**config.mk**
```make
export PLATFORM = sky130hd
export DESIGN_NAME = dmw_mul
export DESIGN_NICKNAME = d
export VERILOG_FILES = /design/src/rtl/dmw_pkg.sv /design/src/rtl/dmw_mul.sv
export SDC_FILE = /design/constraint.sdc
export NUM_CORES = 2
export LEC_CHECK = 0
export BUFFER_PORTS_ARGS = -buffer_cell sky130_fd_sc_hd__buf_2
export CAP_MARGIN = 15
export CORE_AREA = 2 2 356 270
export CTS_BUF_LIST = sky130_fd_sc_hd__clkbuf_4
export CTS_CLUSTER_SIZE = 40
export DETAILED_ROUTE_END_ITERATION = 10
export DIE_AREA = 0 0 358 272
export PLACE_DENSITY = 0.67
export SLEW_MARGIN = 15
export SYNTH_ARGS = -nofsm -noshare
export SYNTH_HDL_FRONTEND = slang
export SYNTH_SLANG_ARGS = --single-unit
```
**constraint.sdc**
```tcl
create_clock -name clk_i -period 21.9 [get_ports clk_i]
set_input_delay 4.38 -clock clk_i [delete_from_list [all_inputs] [get_ports clk_i]]
set_output_delay 4.38 -clock clk_i [all_outputs]
set_load 0.01 [all_outputs]
```
**src/rtl/dmw_pkg.sv**
```systemverilog
// ============================================================================
// dmw_pkg
// Shared types, codes and sizes for the decimal-mode word machine.
// ============================================================================
package dmw_pkg;

  // Memory geometry
  localparam int MEM_WORDS = 4096;
  localparam int AW        = $clog2(MEM_WORDS);
  localparam int PC_W      = AW + 1;
  localparam int WORD_W    = 64;

  // Decimal digit unit: bits shifted in per cycle and cycle count
  localparam int DAB_BITS  = 4;
  localparam int DAB_STEPS = WORD_W / DAB_BITS;
  localparam int DAB_CW    = $clog2(DAB_STEPS);
  localparam int DIGITS    = 5;

  // Request codes
  typedef enum logic [1:0] {
    REQ_LOAD    = 2'd0,
    REQ_RESTART = 2'd1,
    REQ_EXEC    = 2'd2,
    REQ_NONE    = 2'd3
  } req_e;

  // Result status codes
  typedef enum logic [2:0] {
    ST_ACK   = 3'd0,
    ST_EXEC  = 3'd1,
    ST_OUT   = 3'd2,
    ST_HALT  = 3'd3,
    ST_BADOP = 3'd4,
    ST_RANGE = 3'd5
  } status_e;

  // Parameter modes
  localparam logic [3:0] MODE_POS = 4'd0;
  localparam logic [3:0] MODE_IMM = 4'd1;
  localparam logic [3:0] MODE_REL = 4'd2;

  // Opcodes
  localparam logic [6:0] OP_ADD  = 7'd1;
  localparam logic [6:0] OP_MUL  = 7'd2;
  localparam logic [6:0] OP_IN   = 7'd3;
  localparam logic [6:0] OP_OUT  = 7'd4;
  localparam logic [6:0] OP_JT   = 7'd5;
  localparam logic [6:0] OP_JF   = 7'd6;
  localparam logic [6:0] OP_LT   = 7'd7;
  localparam logic [6:0] OP_EQ   = 7'd8;
  localparam logic [6:0] OP_ARB  = 7'd9;
  localparam logic [6:0] OP_HALT = 7'd99;

  // Sequencer states
  typedef enum logic [4:0] {
    S_CLEAR,
    S_IDLE,
    S_DISPATCH,
    S_RESTART,
    S_FETCH,
    S_OPWORD,
    S_DABBLE,
    S_DECODE,
    S_PARAM,
    S_PARAM_RD,
    S_OPA,
    S_OPB,
    S_OPV,
    S_EXEC,
    S_MULW,
    S_DONE
  } state_e;

  // Decimal digits of an instruction word, least significant first
  typedef logic [DIGITS-1:0][3:0] digits_t;

endpackage

```
**src/rtl/dmw_mul.sv**
```systemverilog
// ============================================================================
// dmw_mul
// Iterative 64x64 multiplier, low 64 bits of the product, built from three
// 32x32 partial products on one shared multiplier.
// ============================================================================
module dmw_mul (
  input  logic                        clk_i,
  input  logic                        rst_ni,
  input  logic                        start_i,
  input  logic [dmw_pkg::WORD_W-1:0]  a_i,
  input  logic [dmw_pkg::WORD_W-1:0]  b_i,
  output logic                        done_o,
  output logic [dmw_pkg::WORD_W-1:0]  prod_o
);

  localparam int HW = dmw_pkg::WORD_W / 2;

  logic [1:0]                 cnt_q, cnt_d;
  logic                       busy_q, busy_d;
  logic                       done_q, done_d;
  logic [dmw_pkg::WORD_W-1:0] pp_q, pp_d;
  logic [dmw_pkg::WORD_W-1:0] acc_q, acc_d;
  logic [HW-1:0]              ma, mb;

  // Operand halves per phase: lo*lo, lo*hi, hi*lo
  always_comb begin
    case (cnt_q)
      2'd0:    begin ma = a_i[HW-1:0];             mb = b_i[HW-1:0]; end
      2'd1:    begin ma = a_i[HW-1:0];             mb = b_i[dmw_pkg::WORD_W-1:HW]; end
      default: begin ma = a_i[dmw_pkg::WORD_W-1:HW]; mb = b_i[HW-1:0]; end
    endcase
  end

  // Accumulate the partial product registered last cycle
  always_comb begin
    cnt_d  = cnt_q;
    busy_d = busy_q;
    done_d = 1'b0;
    acc_d  = acc_q;
    pp_d   = dmw_pkg::WORD_W'(ma) * dmw_pkg::WORD_W'(mb);
    if (start_i) begin
      cnt_d  = '0;
      busy_d = 1'b1;
      acc_d  = '0;
    end else if (busy_q) begin
      cnt_d = cnt_q + 2'd1;
      if (cnt_q == 2'd1) begin
        acc_d = acc_q + pp_q;
      end else if (cnt_q != 2'd0) begin
        acc_d = acc_q + (pp_q << HW);
      end
      if (cnt_q == 2'd3) begin
        busy_d = 1'b0;
        done_d = 1'b1;
      end
    end
  end

  always_ff @(posedge clk_i or negedge rst_ni) begin
    if (!rst_ni) begin
      cnt_q  <= '0;
      busy_q <= 1'b0;
      done_q <= 1'b0;
    end else begin
      cnt_q  <= cnt_d;
      busy_q <= busy_d;
      done_q <= done_d;
    end
  end

  always_ff @(posedge clk_i) begin
    pp_q  <= pp_d;
    acc_q <= acc_d;
  end

  assign done_o = done_q;
  assign prod_o = acc_q;

endmodule
```
==> run_results.csv <==
group,metric,value,unit
run_status,outcome,"complete, no violations",
clock_network,postCtsHoldBufs,0,
worst_hold_path,worst_min_delay_path_category,"flop to flop",
worst_hold_path,min_path_cells,2,
drt,totalWireLength,141600,µm
clock_network,clock_insertion_delay_worst_skew,640,ps
drt,detail_route.drc_violations,0,
drt,post_drt_via_cell_ratio,5.663,
drt,number_of_nets_still_failing_antenna_checks_after_routing,0,
global_route,use_met2,0.4080,
critical_path,worst_reg2reg_path_depth,30,
global_route,grt_use_total,0.2930,
critical_path,worstPathRequired,22470,ps
critical_path,critical_setup_path_kind,"primary input to flop",
global_route,number_of_global_route_vias_before_repair,35170,
timing,unrepaired_setup_endpoints_after_global_routing,"no",
placement,port_bufs,195,
placement,cell_count_after_placement,6147,
timing,setup_total_negative_slack,0,ps
critical_path,worstReg2RegStart,"cnt_q[0]$_DFFE_PN0P_",
timing,hold_ws,485.3,ps
global_route,grt_start_max_net_pins,60,
drt,first_pass_iters,6,
critical_path,critPathMostFrequentCell,"fa_1",
run,drv.max_cap_violation_count,0,
critical_path,critical_path_arrival,12650,ps
logic_synthesis,synthDominantAreaCellType,"fa_1",
clock_network,clock_sinks,132,
timing,min_period,12080,ps
logic_synthesis,synth_nets,6249,
global_route,initial_antenna_violation_count,14,
floorplan,floorplan.initialDensity,0.4449,
timing,slew_headroom,0.2907,
global_route,grt_use_met1,0.4120,
drt,via_count,35040,
critical_path,timing.critical_path.from_type,"primary input",
floorplan,die_h,272,µm
logic_synthesis,synth_cell_types,84,
logic_synthesis,netlist_instances,4859,
timing,report.final.setup_viol,0,
floorplan,core_region_area,94170,µm²
logic_synthesis,mappedNetlistArea,41900,µm²
logic_synthesis,synth.ff_latch_count,132,
final_layout,post_route_cells_drive_above_1_share,0.08663,
critical_path,crit_start,"a_i[47]",
global_route,grt_use_met3,0.1104,
critical_path,regToRegSetupSlack,11170,ps
clock_network,root_buffer_master,"clkbuf_4",
timing,finClkSkew,36.42,ps
logic_synthesis,synth_enable_flop_cells,0,
clock_network,cts_made_buffers,17,
final_layout,final-instance-count-excl-fill,6187,
logic_synthesis,post_synth.cell_area_avg,8.623,µm²
placement,place_congestion,1.001,
clock_network,cts_setup_buffers,0,
critical_path,critPathSlowestCell,"fa_1",
clock_network,post_cts.resized_instances,0,
worst_hold_path,min_delay_worst_endpoint,"prod_o[18]$_SDFFE_PP0P_",
floorplan,die-area,97380,µm²
logic_synthesis,yosysSeqAreaShare,0.06355,
logic_synthesis,synth_area_leaders,"fa_1 43%, ha_1 11%, inv_1 8.0%",
timing,timing_worst_slew_pin_value,1060,ps
global_route,grt_pass1_wl,214100,µm
drt,wl_per_cell,22.88,µm
floorplan,die_x,358,µm
logic_synthesis,yosys.area.top_type_share,0.4290,
timing,timing_hold_violations_final,0,
critical_path,worst_path_maximum_fanout,22,
critical_path,r2r-end,"pp_q[63]$_DFF_P_",
global_route,grt_busiest_layer,"met1",
logic_synthesis,async_set_or_reset_register_ratio_after_synthesis,0.03030,
floorplan,top_level_ports,196,
clock_network,ctsLongestPathBuffers,2,
critical_path,end_kind,"flop",
clock_network,cts.htree.levels,4,
floorplan,fp-row-count,98,
timing,layout_worst_path_cycle_share,0.5514,
timing,slew_viol_final,0,
clock_network,clk_pin_slew_worst_paths,140,ps
global_route,globalRouteOverflowTotal,0,
timing,achievable-frequency,0.08281,GHz
drt,first_iter_violations,3451,
worst_hold_path,worstHoldStart,"prod_o[18]$_SDFFE_PP0P_",
logic_synthesis,yosys_most_used_dff,"dfxtp_1",
final_layout,area.growth.synth_to_final,6.537,%
placement,dp.final_hpwl,116600,µm
final_layout,num-fill-cells,9093,
clock_network,cts_tree,"yes",
logic_synthesis,yosysWarnings,0,
critical_path,cpPeakStageDelay,560,ps
final_layout,num-nets-final,6306,
==> critical path, delay by kind of cell <==
family | cells | cell delay (ps)
buffers and inverters | 6 | 720
adder cells (fa/ha/maj) | 9 | 4390
AND/OR/NAND/NOR | 3 | 330
AO/OA/AOI/OAI | 8 | 2470
XOR/XNOR | 1 | 150
multiplexers | 1 | 180
==> layer usage <==
metal / vias up / routed length (µm)
li1: 15190 / -
met1: 17520 / 58060
met2: 2021 / 58280
met3: 306 / 19370
met4: 8 / 5632
met5: - / 207
==> cell usage in the layout, fill, tap and decap left out, types with 32 or more instances in the layout <==
cell type / instances
a21o_1: 109
a21oi_1: 220
buf_2: 195
buf_4: 70
dfxtp_1: 128
fa_1: 898
ha_1: 360
inv_1: 890
mux2_2: 59
mux2i_2: 38
nand2_1: 558
nand3_1: 35
nand4_1: 32
nor2_1: 707
nor3_1: 33
o21ai_0: 107
xnor2_1: 87
xor2_1: 54
==> stage by stage <==
step	worst slack [ps]	cell area, µm²	util
after floorplan	10010	41900	-
after global placement	9271	44300	0.4704
after detailed placement	9291	44310	0.4705
after CTS	9945	44620	0.4738
after global routing	9547	44620	0.4739
final	9824	44640	0.4740
==> worst max path at each step <==
stage / endpoint / slack [ps]
floorplan: pp_q[63]$_DFF_P_ / 10010
global placement: pp_q[63]$_DFF_P_ / 9270
detailed placement: pp_q[63]$_DFF_P_ / 9290
CTS: pp_q[63]$_DFF_P_ / 9940
global route: pp_q[62]$_DFF_P_ / 9550
finish: pp_q[63]$_DFF_P_ / 9820
==> layout make-up <==
type	count	area (µm²)	share of cell area
antenna	8	20.02	0.0004485
clock buffer	18	135.1	0.003027
clock inverter	14	175.2	0.003924
inverter	890	3341	0.07484
multi-input combinational	3610	35240	0.7894
sequential	132	2663	0.05965
tap	1250	1564	0.03504
timing repair buffer	265	1501	0.03364
==> sequential cells by signal, summed over array words and instances (netlist names) <==
name	count
pp_q	64
done_o	1
prod_o	64
busy_q	1
cnt_q	2
==> cell usage after synthesis, types with 59 or more instances <==
| cell type | count |
|---|---|
| a21o_1 | 109 |
| o21ai_0 | 107 |
| mux2i_1 | 68 |
| dfxtp_1 | 128 |
| inv_1 | 890 |
| nor2_1 | 710 |
| clkbuf_1 | 205 |
| a21oi_1 | 220 |
| fa_1 | 898 |
| ha_1 | 361 |
| nand2_1 | 558 |
| xnor2_1 | 87 |
| mux2_2 | 59 |
==> cell families after synthesis <==
family	Yosys count	synth area share
simple gates	1463	0.1417
compound gates	618	0.09475
fa+ha+maj	1259	0.5368
mux	129	0.03264
flops	132	0.06355
buf+inv	1117	0.1010
xor+xnor	141	0.02947
Power is left out: the tool's default activity adds up to more than one toggle a clock period on the data nets, which glitch-free logic cannot reach.
