--- src/rtl/dmw_pkg.sv ---
// ============================================================================
// dmw_pkg
// Shared types, codes and sizes for the decimal-mode word machine.
// ============================================================================
package dmw_pkg;

  // Memory geometry
  localparam int MEM_WORDS = 4096;
  localparam int AW        = $clog2(MEM_WORDS);
  localparam int PC_W      = AW + 1;
  localparam int WORD_W    = 64;

  // Decimal digit unit: bits shifted in per cycle and cycle count
  localparam int DAB_BITS  = 4;
  localparam int DAB_STEPS = WORD_W / DAB_BITS;
  localparam int DAB_CW    = $clog2(DAB_STEPS);
  localparam int DIGITS    = 5;

  // Request codes
  typedef enum logic [1:0] {
    REQ_LOAD    = 2'd0,
    REQ_RESTART = 2'd1,
    REQ_EXEC    = 2'd2,
    REQ_NONE    = 2'd3
  } req_e;

  // Result status codes
  typedef enum logic [2:0] {
    ST_ACK   = 3'd0,
    ST_EXEC  = 3'd1,
    ST_OUT   = 3'd2,
    ST_HALT  = 3'd3,
    ST_BADOP = 3'd4,
    ST_RANGE = 3'd5
  } status_e;

  // Parameter modes
  localparam logic [3:0] MODE_POS = 4'd0;
  localparam logic [3:0] MODE_IMM = 4'd1;
  localparam logic [3:0] MODE_REL = 4'd2;

  // Opcodes
  localparam logic [6:0] OP_ADD  = 7'd1;
  localparam logic [6:0] OP_MUL  = 7'd2;
  localparam logic [6:0] OP_IN   = 7'd3;
  localparam logic [6:0] OP_OUT  = 7'd4;
  localparam logic [6:0] OP_JT   = 7'd5;
  localparam logic [6:0] OP_JF   = 7'd6;
  localparam logic [6:0] OP_LT   = 7'd7;
  localparam logic [6:0] OP_EQ   = 7'd8;
  localparam logic [6:0] OP_ARB  = 7'd9;
  localparam logic [6:0] OP_HALT = 7'd99;

  // Sequencer states
  typedef enum logic [4:0] {
    S_CLEAR,
    S_IDLE,
    S_DISPATCH,
    S_RESTART,
    S_FETCH,
    S_OPWORD,
    S_DABBLE,
    S_DECODE,
    S_PARAM,
    S_PARAM_RD,
    S_OPA,
    S_OPB,
    S_OPV,
    S_EXEC,
    S_MULW,
    S_DONE
  } state_e;

  // Decimal digits of an instruction word, least significant first
  typedef logic [DIGITS-1:0][3:0] digits_t;

endpackage

--- src/rtl/dmw_dabble.sv ---
// ============================================================================
// dmw_dabble
// Iterative binary to decimal unit: low five decimal digits of a word,
// four bits per cycle by shift-and-add-3.
// ============================================================================
module dmw_dabble (
  input  logic                        clk_i,
  input  logic                        rst_ni,
  input  logic                        start_i,
  input  logic [dmw_pkg::WORD_W-1:0]  word_i,
  output logic                        done_o,
  output dmw_pkg::digits_t            digits_o
);

  logic [dmw_pkg::WORD_W-1:0] sh_q, sh_d;
  dmw_pkg::digits_t           bcd_q, bcd_d;
  logic [dmw_pkg::DAB_CW-1:0] cnt_q, cnt_d;
  logic                       busy_q, busy_d;
  logic                       done_q, done_d;
  dmw_pkg::digits_t           step;

  // Four dependent doubling steps; digits above the fifth drop out (mod 1e5)
  always_comb begin
    step = bcd_q;
    for (int j = 0; j < dmw_pkg::DAB_BITS; j++) begin
      for (int d = 0; d < dmw_pkg::DIGITS; d++) begin
        if (step[d] >= 4'd5) begin
          step[d] = step[d] + 4'd3;
        end
      end
      step = dmw_pkg::digits_t'({step, sh_q[dmw_pkg::WORD_W-1-j]});
    end
  end

  // Control
  always_comb begin
    sh_d   = sh_q;
    bcd_d  = bcd_q;
    cnt_d  = cnt_q;
    busy_d = busy_q;
    done_d = 1'b0;
    if (start_i) begin
      sh_d   = word_i;
      bcd_d  = '0;
      cnt_d  = '0;
      busy_d = 1'b1;
    end else if (busy_q) begin
      sh_d  = sh_q << dmw_pkg::DAB_BITS;
      bcd_d = step;
      cnt_d = cnt_q + 1'b1;
      if (cnt_q == dmw_pkg::DAB_CW'(dmw_pkg::DAB_STEPS - 1)) begin
        busy_d = 1'b0;
        done_d = 1'b1;
      end
    end
  end

  always_ff @(posedge clk_i or negedge rst_ni) begin
    if (!rst_ni) begin
      busy_q <= 1'b0;
      done_q <= 1'b0;
      cnt_q  <= '0;
    end else begin
      busy_q <= busy_d;
      done_q <= done_d;
      cnt_q  <= cnt_d;
    end
  end

  always_ff @(posedge clk_i) begin
    sh_q  <= sh_d;
    bcd_q <= bcd_d;
  end

  assign done_o   = done_q;
  assign digits_o = bcd_q;

endmodule

--- config.mk ---
export PLATFORM = sky130hd
export DESIGN_NAME = dmw_dabble
export DESIGN_NICKNAME = d
export VERILOG_FILES = /design/src/rtl/dmw_pkg.sv /design/src/rtl/dmw_dabble.sv
export SDC_FILE = /design/constraint.sdc
export NUM_CORES = 1
export LEC_CHECK = 0
export BUFFER_PORTS_ARGS = -buffer_cell sky130_fd_sc_hd__buf_2
export CORE_AREA = 2 2 120 93
export CTS_CLUSTER_SIZE = 14
export DETAILED_ROUTE_END_ITERATION = 7
export DIE_AREA = 0 0 122 95
export HOLD_SLACK_MARGIN = 0.12
export PLACE_DENSITY = 0.82
export SLEW_MARGIN = 20
export SYNTH_ARGS = -nofsm -noshare
export SYNTH_HDL_FRONTEND = slang
export SYNTH_SLANG_ARGS = --single-unit
--- constraint.sdc ---
create_clock -name clk_i -period 5.65 [get_ports clk_i]
set_clock_uncertainty 0.15 [all_clocks]
set_input_delay 0.2825 -clock clk_i [delete_from_list [all_inputs] [get_ports clk_i]]
set_output_delay 0.2825 -clock clk_i [all_outputs]
set_load 0.01 [all_outputs]
==> results of run 1 <==
## per-layer routing
metal	global-route usage (%)	vias up	wire length, um
met3	3.80	16	756
met5	0	-	0
met2	44.4	171	7150
met1	34.0	2523	6580
li1	-	2552	-
met4	7.76	0	163
## state kept, by name (all words and copies together), names as in the netlist
name      count
cnt_q         4
sh_q         64
busy_q        1
digits_o     20
done_o        1
## worst max-delay path, stage by stage, from the launching register on
cell and delay, ns:
dfxtp_1 0.51, inv_1 0.15, ha_1 0.28, and2b_1 0.21
nor3_1 0.57, nor2_1 0.11, inv_1 0.08, ha_1 0.13
a211oi_1 0.06, a21boi_0 0.17, o41ai_2 0.40, inv_1 0.17
ha_1 0.24, inv_1 0.09, a211oi_1 0.08, o32a_1 0.37
or3_1 0.38, a311oi_2 0.22
## cells by family (layout without fill, tap and decap cells)
| logic type | count (synthesis) | in the layout |
|---|---|---|
| compound gates | 163 | 163 |
| mux | 80 | 80 |
| buf+inv | 57 | 198 |
| simple gates | 182 | 182 |
| fa+ha+maj | 22 | 22 |
| flops | 90 | 90 |
| xor+xnor | 10 | 10 |
## layout make-up
type	instances	area (sq um)	share of cell area (%)
Clock buffer	12	236	3.17
Clock inverter	4	21.3	0.285
Inverter	30	113	1.51
Multi-Input combinational cell	457	3350	45.0
Sequential cell	90	2470	33.2
Tap cell	140	175	2.35
Timing Repair Buffer	152	1080	14.5
## power groups by stage
| stage | clock (mW) | sequential [mW] | combinational, mW |
|---|---|---|---|
| finish | 0.534 | 0.946 | 2.68 |
| global route | 0.576 | 0.960 | 2.95 |
| CTS | 0.545 | 0.939 | 2.63 |
| detailed placement | 0 | 0.952 | 2.59 |
| global placement | 0 | 0.944 | 2.41 |
| floorplan | 0 | 0.912 | 2.10 |
## worst paths after layout
check                       startpoint     endpoint  slack, ns  depth (start not counted)
setup / recovery           digits_o[0]  digits_o[7]       1.17                         17
hold / removal               word_i[4]      sh_q[4]       0.13                          2
setup reg to reg           digits_o[0]  digits_o[7]       1.17                         17
min in group asynchronous       rst_ni     cnt_q[3]       0.16                          2
hold reg to reg               sh_q[60]  digits_o[0]       0.35                          2
max in group asynchronous       rst_ni     cnt_q[2]       5.04                          2
## per-stage QoR
stage / instance area, sq um / setup slack, ns / hold WS, ns / std cells
final: 7450 / 1.17 / 0.135 / 885
after global routing: 7450 / 0.876 / 0.125 / 885
after CTS: 7440 / 1.24 / 0.121 / 884
after detailed placement: 6570 / 1.28 / -0.0346 / 806
after global placement: 6570 / 1.61 / -0.0418 / 806
after floorplan: 6100 / 1.77 / -0.163 / 604
## cell usage in the layout (no fill, tap or decap), types with 4 or more instances in the layout
cell	synthesis	routed
a211o_1	6	6
a211oi_1	19	19
a21oi_1	24	24
a221oi_1	4	4
a311oi_1	9	9
a31oi_1	6	6
and2_1	6	6
buf_2	6	86
clkbuf_16	0	9
dfrtp_1	6	6
dfxtp_1	20	20
dlygate4sd3_1	1	63
edfxtp_1	64	64
ha_1	22	22
inv_1	30	29
mux2_2	66	66
mux2i_1	13	13
nand2_1	42	42
nand2b_1	13	13
nand3_1	13	13
nand3b_1	5	5
nor2_1	54	54
nor2b_1	6	6
nor3_1	5	5
nor3b_1	6	6
o211ai_1	4	4
o21a_1	5	5
o21ai_0	28	28
o21bai_1	6	6
o221ai_1	4	4
o22ai_1	5	5
or2_2	10	10
or3_1	8	8
xnor2_1	7	7
## repair_timing
action	in CTS	in global routing
endpoints found under the hold margin	67	1
gates resized for setup	0	0
hold buffers	62	1
==> flow_summary.toml, run 1 <==
[logic_synthesis]
synth_xor_area_share_pct = 1.44
async_reset_ff_share_pct = 6.67
muxShareOfSynthArea_pct = 14.6
synthCells = 604
ys_types = 74
synthTopCellsByCount = "mux2_2 (66), edfxtp_1 (64), nor2_1 (54)"
yosysMostFrequentCell = "mux2_2"
synth_top_family_by_area = "compound AO/OA/AOI/OAI gates"
ys_warn_count = 0
syn_nets = 693
synthSimpleGateAreaFrac_pct = 15.0
ys_seq_elements = 90
synth_area_per_cell_sq_um = 10.1
synth_compound_area_share_pct = 19.5
synth_fa_ha_area_share_pct = 4.51
synth.cell_area_sq_um = 6100
synth.top_cells.by_area = "edfxtp_1 (32%), mux2_2 (12%), dfxtp_1 (6.6%), ha_1 (4.5%), nor2_1 (3.3%)"
synth_ff_type = "edfxtp_1"
yosysSeqAreaShare_pct = 40.5
synth_edf_count = 64
yosysTopAreaCellShare_pct = 31.5
yosysTopAreaCell = "edfxtp_1"

[power]
pwr-share-comb_pct = 64.4
clkPwrFrac_pct = 12.9
switching_share_pct = 44.8
p_int_mw = 2.29
ir_drop_mv = 0.212
p_leak_nw = 3.10
p_sw_mw = 1.86
power_frac_seq_pct = 22.7
finalPower_mw = 4.16
power.density_nw_per_um2 = 558

[timing]
relSlewSlack_pct = 32.8
rsz0062_at_grt = "false"
worst_slew_pin_slew_ns = 1.01
slew_viol_final = 0
hold_viol = 0
period_minus_slack_ns = 4.48
max_freq_ghz = 0.223
finalSetupViolCount = 0
tns_ns = 0
fin_crit_sh_pct = 79.2

[job]
drv_cap = 0

[critical_path]
worstSetupPathType = "flip-flop to flip-flop"
critPathLaunchType = "flip-flop"
end_kind = "flip-flop"
cp_max_fo = 11
cp_data_required_time_ns = 5.74
cp.arrival_ns = 4.56

[floorplanning]
dieArea_sq_um = 11600
fp-row-count = 33
start_util_pct = 57.9
die_w_um = 122
fp.dieH_um = 95
ios = 88
core_area_sq_um = 10500

[clock_tree]
root_buffer = "clkbuf_16"
clockBufferDepth = 2
numCtsBuffers = 9
cts_sinks = 90
clk_pin_slew_ns = 0.06
htree_levels = 3
clk_latency_ns = 0.33
post_cts_buffers = 0
tritoncts = "built"

[place]
port_buffers = 87
place_congestion = 0.877
dpl.hpwl_um = 9700

[finish]
syn2layout_area_growth_pct = 22.2
n_antenna_cell = 0
final_util_pct = 70.8
fillers = 790
layout.nets = 829
drive_gt1_share_pct = 26.4

[global_route]
grt_max_degree = 89
grt_pass1_wl_um = 23800
track_usage_pct = 25.8
grt_pass1_vias = 5045
grt_overflow = 0
antenna_found_initial = 0

[detailed_routing]
vias_per_cell = 5.95
vias = 5262
postRouteAntennaNets = 0
wl_per_cell_um = 16.5
drtIter0Drc = 294
detail_route.wirelength_um = 14600
firstDrtPassIters = 5
drc = 0

[worst_hold_path]
hold_path_class = "primary input to flip-flop"

[status]
status = "finished, final reports clean"
No activity file was read; power rests on OpenSTA's default activity.
==> run 2: changes to the inputs <==
Settings changed: CORE_AREA 2 2 120 93 to 2 2 127 98, DIE_AREA 0 0 122 95 to 0 0 129 100, PLACE_DENSITY 0.82 to 0.77.
Clock period 5.65 ns to 3.6 ns, I/O delays scaled along.
==> flow_summary.toml, run 2 (same netlist as run 1, synthesis figures left out) <==
[critical_path]
crit_end = "digits_o[18]"
cp_max_fo = 4
crit_top_cell = "inv_2"
crit-reg2reg-launch = "digits_o[8]"
cp.buffers_inverters = 3
path_depth = 18
critPathLaunchType = "flip-flop"
path_cells = "inv_2 > ha_4 > nor2b_4 > or3_4 > o211ai_1 > nand2_1 > xnor2_2 > inv_2 > ha_4 > nor2b_4 > o211a_1 > xor2_2 > ha_2 > inv_2 > nor2_4 > o21ai_4 > or2_4 > a311oi_2"
worstSetupPathType = "flip-flop to flip-flop"
worstRegToRegCells = 18
cp.arrival_ns = 3.77
regToRegSetupSlack_ns = -0.08
cp_top_family = "simple AND/OR/NAND/NOR gates"
crit_path_start = "digits_o[8]"
critPathMaxStageDelay_ns = 0.39
cp_data_required_time_ns = 3.69
end_kind = "flip-flop"
crit_slowest_cell = "or3_4"
timing.rr.end = "digits_o[18]"

[finish]
drive_gt1_share_pct = 44.7
multi_input_area_sq_um = 3840
final_util_pct = 73.6
fillers = 791
n_antenna_cell = 0
layout_commonest_cell = "buf_4"
mostFrequentLayoutCells = "buf_4 (89), buf_2 (86), dlygate4sd3_1 (67)"
layout.nets = 920
largest_register_ffs = 64
top_register = "sh_q"
syn2layout_area_growth_pct = 43.2
register_area_sq_um = 2490

[detailed_routing]
wl_per_cell_um = 17.0
postRouteAntennaNets = 0
firstDrtPassIters = 5
vias = 5709
drc = 0
vias_per_cell = 5.70
detail_route.wirelength_um = 17000
drtIter0Drc = 290

[global_route]
grt_max_degree = 71
grt_pass1_wl_um = 26100
antenna_found_initial = 0
track_usage_pct = 25.1
grt_overflow = 0
grt_pass1_vias = 5547

[floorplanning]
ios = 88
die_w_um = 129
core_area_sq_um = 11900
dieArea_sq_um = 12900
fp.dieH_um = 100
fp-row-count = 35
start_util_pct = 51.4

[power]
pwr-share-comb_pct = 73.2
p_int_mw = 5.01
power.density_nw_per_um2 = 1010
clkPwrFrac_pct = 10.2
p_leak_nw = 3.65
switching_share_pct = 43.3
power_frac_seq_pct = 16.5
ir_drop_mv = 0.454
p_sw_mw = 3.83

[timing]
period_minus_slack_ns = 3.68
slew_viol_final = 0
tns_ns = -0.0826
hold_slack_ns = 0.338
finalSetupViolCount = 1
worst_slew_pin_slew_ns = 0.826
fin_crit_sh_pct = 102
relSlewSlack_pct = 44.9
rsz0062_at_grt = "true"
max_freq_ghz = 0.272
hold_viol = 0
fin_ws_ns = -0.0826

[clock_tree]
cts_sinks = 90
htree_levels = 3
numCtsBuffers = 9
clk_latency_ns = 0.33
clk_pin_slew_ns = 0.07
root_buffer = "clkbuf_16"
clockBufferDepth = 2
tritoncts = "built"

[place]
port_buffers = 87
dpl.hpwl_um = 10300
place_congestion = 0.896

[job]
drv_cap = 0

[worst_hold_path]
hold_path_class = "flip-flop to flip-flop"

[status]
status = "complete, but fails checks"
violations = "negative setup slack"
==> run 2: changes by cell type in the layout (fill, tap and decap cells not counted), sizes merged <==
cell,delta
clkbuf,-2
clkinvlp,+1
buf,+87
dlygate4sd3,+4
inv,+2
clkinv,-1
==> run 2: stage by stage <==
step	total power [mW]	instance area, sq um	std cells	setup WS (ns)
6_report	8.84	8730	1002	-0.0826
5_1_grt	9.40	8730	1002	-0.166
4_1_cts	7.73	8330	985	-0.0182
3_5_place_dp	6.26	7090	886	-0.223
3_3_place_gp	5.98	7090	886	0.00304
2_1_floorplan	4.83	6170	604	-0.0533
==> run 2: worst min path at each step <==
stage | from | end | slack [ns] | cells after the start
after floorplan | rst_ni | busy_q | -0.27 | 0
after global placement | rst_ni | done_o | -0.14 | 1
after detailed placement | rst_ni | cnt_q[2] | -0.14 | 1
after CTS | sh_q[60] | digits_o[0] | 0.35 | 2
after global routing | sh_q[36] | sh_q[40] | 0.41 | 1
final | sh_q[60] | digits_o[0] | 0.34 | 2
==> run 2: power by group through the flow <==
stage / Sequential [mW] / Clock (mW) / Combinational [mW]
5_1_grt: 1.48 / 0.951 / 6.97
3_5_place_dp: 1.46 / 0 / 4.81
4_1_cts: 1.44 / 0.922 / 5.37
6_report: 1.46 / 0.904 / 6.47
3_3_place_gp: 1.45 / 0 / 4.53
2_1_floorplan: 1.44 / 0 / 3.39
==> run 2: layout make-up <==
class | count | area share, %
repair buffers | 243 | 20.5
clock inverters | 6 | 0.674
inverters | 30 | 1.32
multi-input cells | 457 | 43.9
flip-flops and latches | 90 | 28.6
well taps | 166 | 2.38
clock buffers | 10 | 2.62
==> run 2: per-layer routing <==
layer  vias up  routed length (um)  global-route usage, %
met5         -                   0                      0
met3        40                 830                   4.90
met2       206                8660                   44.5
met4         0                 409                   7.53
li1       2729                   -                      -
met1      2734                7110                   31.1
==> run 2: tightest hold or removal path: cells and delay by family (launching register included) <==
kind	cells	cell delay, ns
DFF	1	0.32
muxes	1	0.06
and+or+nand+nor	1	0.07
==> run 2: timing repair <==
| action | in CTS | in global routing |
|---|---|---|
| endpoints found under the hold margin | 82 | 0 |
| hold buffers | 67 | 0 |
| endpoints found under the setup margin | 12 | 15 |
| pin swaps | 24 | 38 |
| setup buffers | 16 | 17 |
| gates resized for setup | 51 | 58 |
==> run 3: changes to the inputs <==
Settings changed: SKIP_CTS_REPAIR_TIMING from default to 1.
==> flow_summary.toml, run 3 (same netlist as run 1, synthesis figures left out) <==
[status]
status = "complete, but fails checks"
violations = "negative setup slack"

[timing]
fin_crit_sh_pct = 103
period_minus_slack_ns = 3.69
hold_viol = 0
fin_ws_ns = -0.0932
rsz0062_at_grt = "true"
max_freq_ghz = 0.271
hold_slack_ns = 0.359
tns_ns = -0.0932
relSlewSlack_pct = 46.2
slew_viol_final = 0
finalSetupViolCount = 1
worst_slew_pin_slew_ns = 0.807

[critical_path]
timing.rr.end = "digits_o[18]"
cp.buffers_inverters = 2
regToRegSetupSlack_ns = -0.09
end_kind = "flip-flop"
cp_data_required_time_ns = 3.69
crit-reg2reg-launch = "digits_o[17]"
cp_max_fo = 4
path_cells = "inv_4 > ha_1 > nand2b_4 > a21oi_4 > mux2i_2 > o21ai_2 > a31o_2 > ha_4 > nor2b_4 > o211a_1 > xor2_2 > ha_2 > inv_2 > nor2_2 > o21ai_2 > or2_4 > a311oi_2"
worstSetupPathType = "flip-flop to flip-flop"
worstRegToRegCells = 17
critPathLaunchType = "flip-flop"
crit_top_cell = "o21ai_2"
cp_top_family = "compound AO/OA/AOI/OAI gates"
cp.arrival_ns = 3.79
crit_slowest_cell = "dfxtp_4"
critPathMaxStageDelay_ns = 0.37

[floorplanning]
core_area_sq_um = 11900
fp-row-count = 35
die_w_um = 129
ios = 88
start_util_pct = 51.4
fp.dieH_um = 100
dieArea_sq_um = 12900

[detailed_routing]
firstDrtPassIters = 5
vias = 5605
vias_per_cell = 5.67
drtIter0Drc = 290
detail_route.wirelength_um = 16800
wl_per_cell_um = 17.0
postRouteAntennaNets = 0
drc = 0

[global_route]
busiest_layer = "met2"
grt_pass1_wl_um = 22800
use_met1_pct = 28.2
antenna_found_initial = 0
track_usage_pct = 21.6
gr-usage-met2_pct = 35.9
grt_pass1_vias = 4926
grt_max_degree = 71
use_met3_pct = 6.61
grt_overflow = 0

[clock_tree]
numCtsBuffers = 9
clockBufferDepth = 2
clk_latency_ns = 0.33
root_buffer = "clkbuf_16"
cts_sinks = 90
tritoncts = "built"
htree_levels = 3
clk_pin_slew_ns = 0.07

[finish]
fillers = 800
mostFrequentLayoutCells = "buf_2 (86), buf_4 (76), dlygate4sd3_1 (67)"
top_register = "sh_q"
syn2layout_area_growth_pct = 42.3
drive_gt1_share_pct = 44.2
n_antenna_cell = 0
final_util_pct = 73.1
layout_commonest_cell = "buf_2"
layout.nets = 907
largest_register_ffs = 64

[power]
finalPower_mw = 8.48
ir_drop_mv = 0.469
p_leak_nw = 3.59
power.density_nw_per_um2 = 977

[place]
port_buffers = 87
dp_worst_setup_slack_ns = -0.223
place_congestion = 0.896
dpl.hpwl_um = 10300

[worst_hold_path]
hold_path_end = "digits_o[0]"
whs_path_depth = 2
min_from = "sh_q[60]"
hold_path_class = "flip-flop to flip-flop"

[job]
drv_cap = 0
[run 3: cell count changes in the layout (fill, tap and decap cells not counted), moves of 2 or more]
cell     previous run  this run
inv_4               1         8
dfxtp_1            11         9
inv_2              13         8
inv_1              16        14
o21ai_2             2         4
dfxtp_4             4         6
buf_4              89        76
ha_2                9         3
ha_4                7        13
[run 3: area by class of cell]
cell class | instances | area (sq um) | share of cell area [%]
inverter | 30 | 133 | 1.53
tap | 166 | 208 | 2.39
sequential | 90 | 2500 | 28.8
clock inverter | 6 | 58.8 | 0.678
clock buffer | 10 | 229 | 2.64
multi-input combinational | 457 | 3860 | 44.4
timing repair buffer | 230 | 1690 | 19.5
[run 3: per-layer routing]
layer,part of all wire (%),routed length (um)
met2,52,8690
met5,0,0
met4,1.1,178
met3,5.3,885
met1,42,7080
[run 3: power breakdown]
group / internal (mW) / leakage (nW) / switching, mW / total, mW
Sequential: 1.30 / 0.933 / 0.185 / 1.49
Combinational: 3.02 / 2.52 / 3.06 / 6.08
Clock: 0.484 / 0.137 / 0.425 / 0.909
Total: 4.81 / 3.59 / 3.67 / 8.48
[run 3: worst max-delay path by stage]
stage	start	to	depth (start not counted)
final	digits_o[17]	digits_o[18]	17
after global routing	digits_o[17]	digits_o[18]	17
after CTS	digits_o[13]	digits_o[17]	19
after detailed placement	digits_o[17]	digits_o[18]	19
after global placement	digits_o[13]	digits_o[15]	16
after floorplan	digits_o[0]	digits_o[7]	18
[run 3: worst min-delay path, stage by stage (launching register included)]
cell and delay (ns):
edfxtp_1 0.34, mux2i_1 0.07, nor2_1 0.07
[run 3: through the flow]
stage | cell area [sq um] | std cells
2_1_floorplan | 6170 | 604
3_3_place_gp | 7090 | 886
3_5_place_dp | 7090 | 886
4_1_cts | 7380 | 902
5_1_grt | 8680 | 989
6_report | 8680 | 989
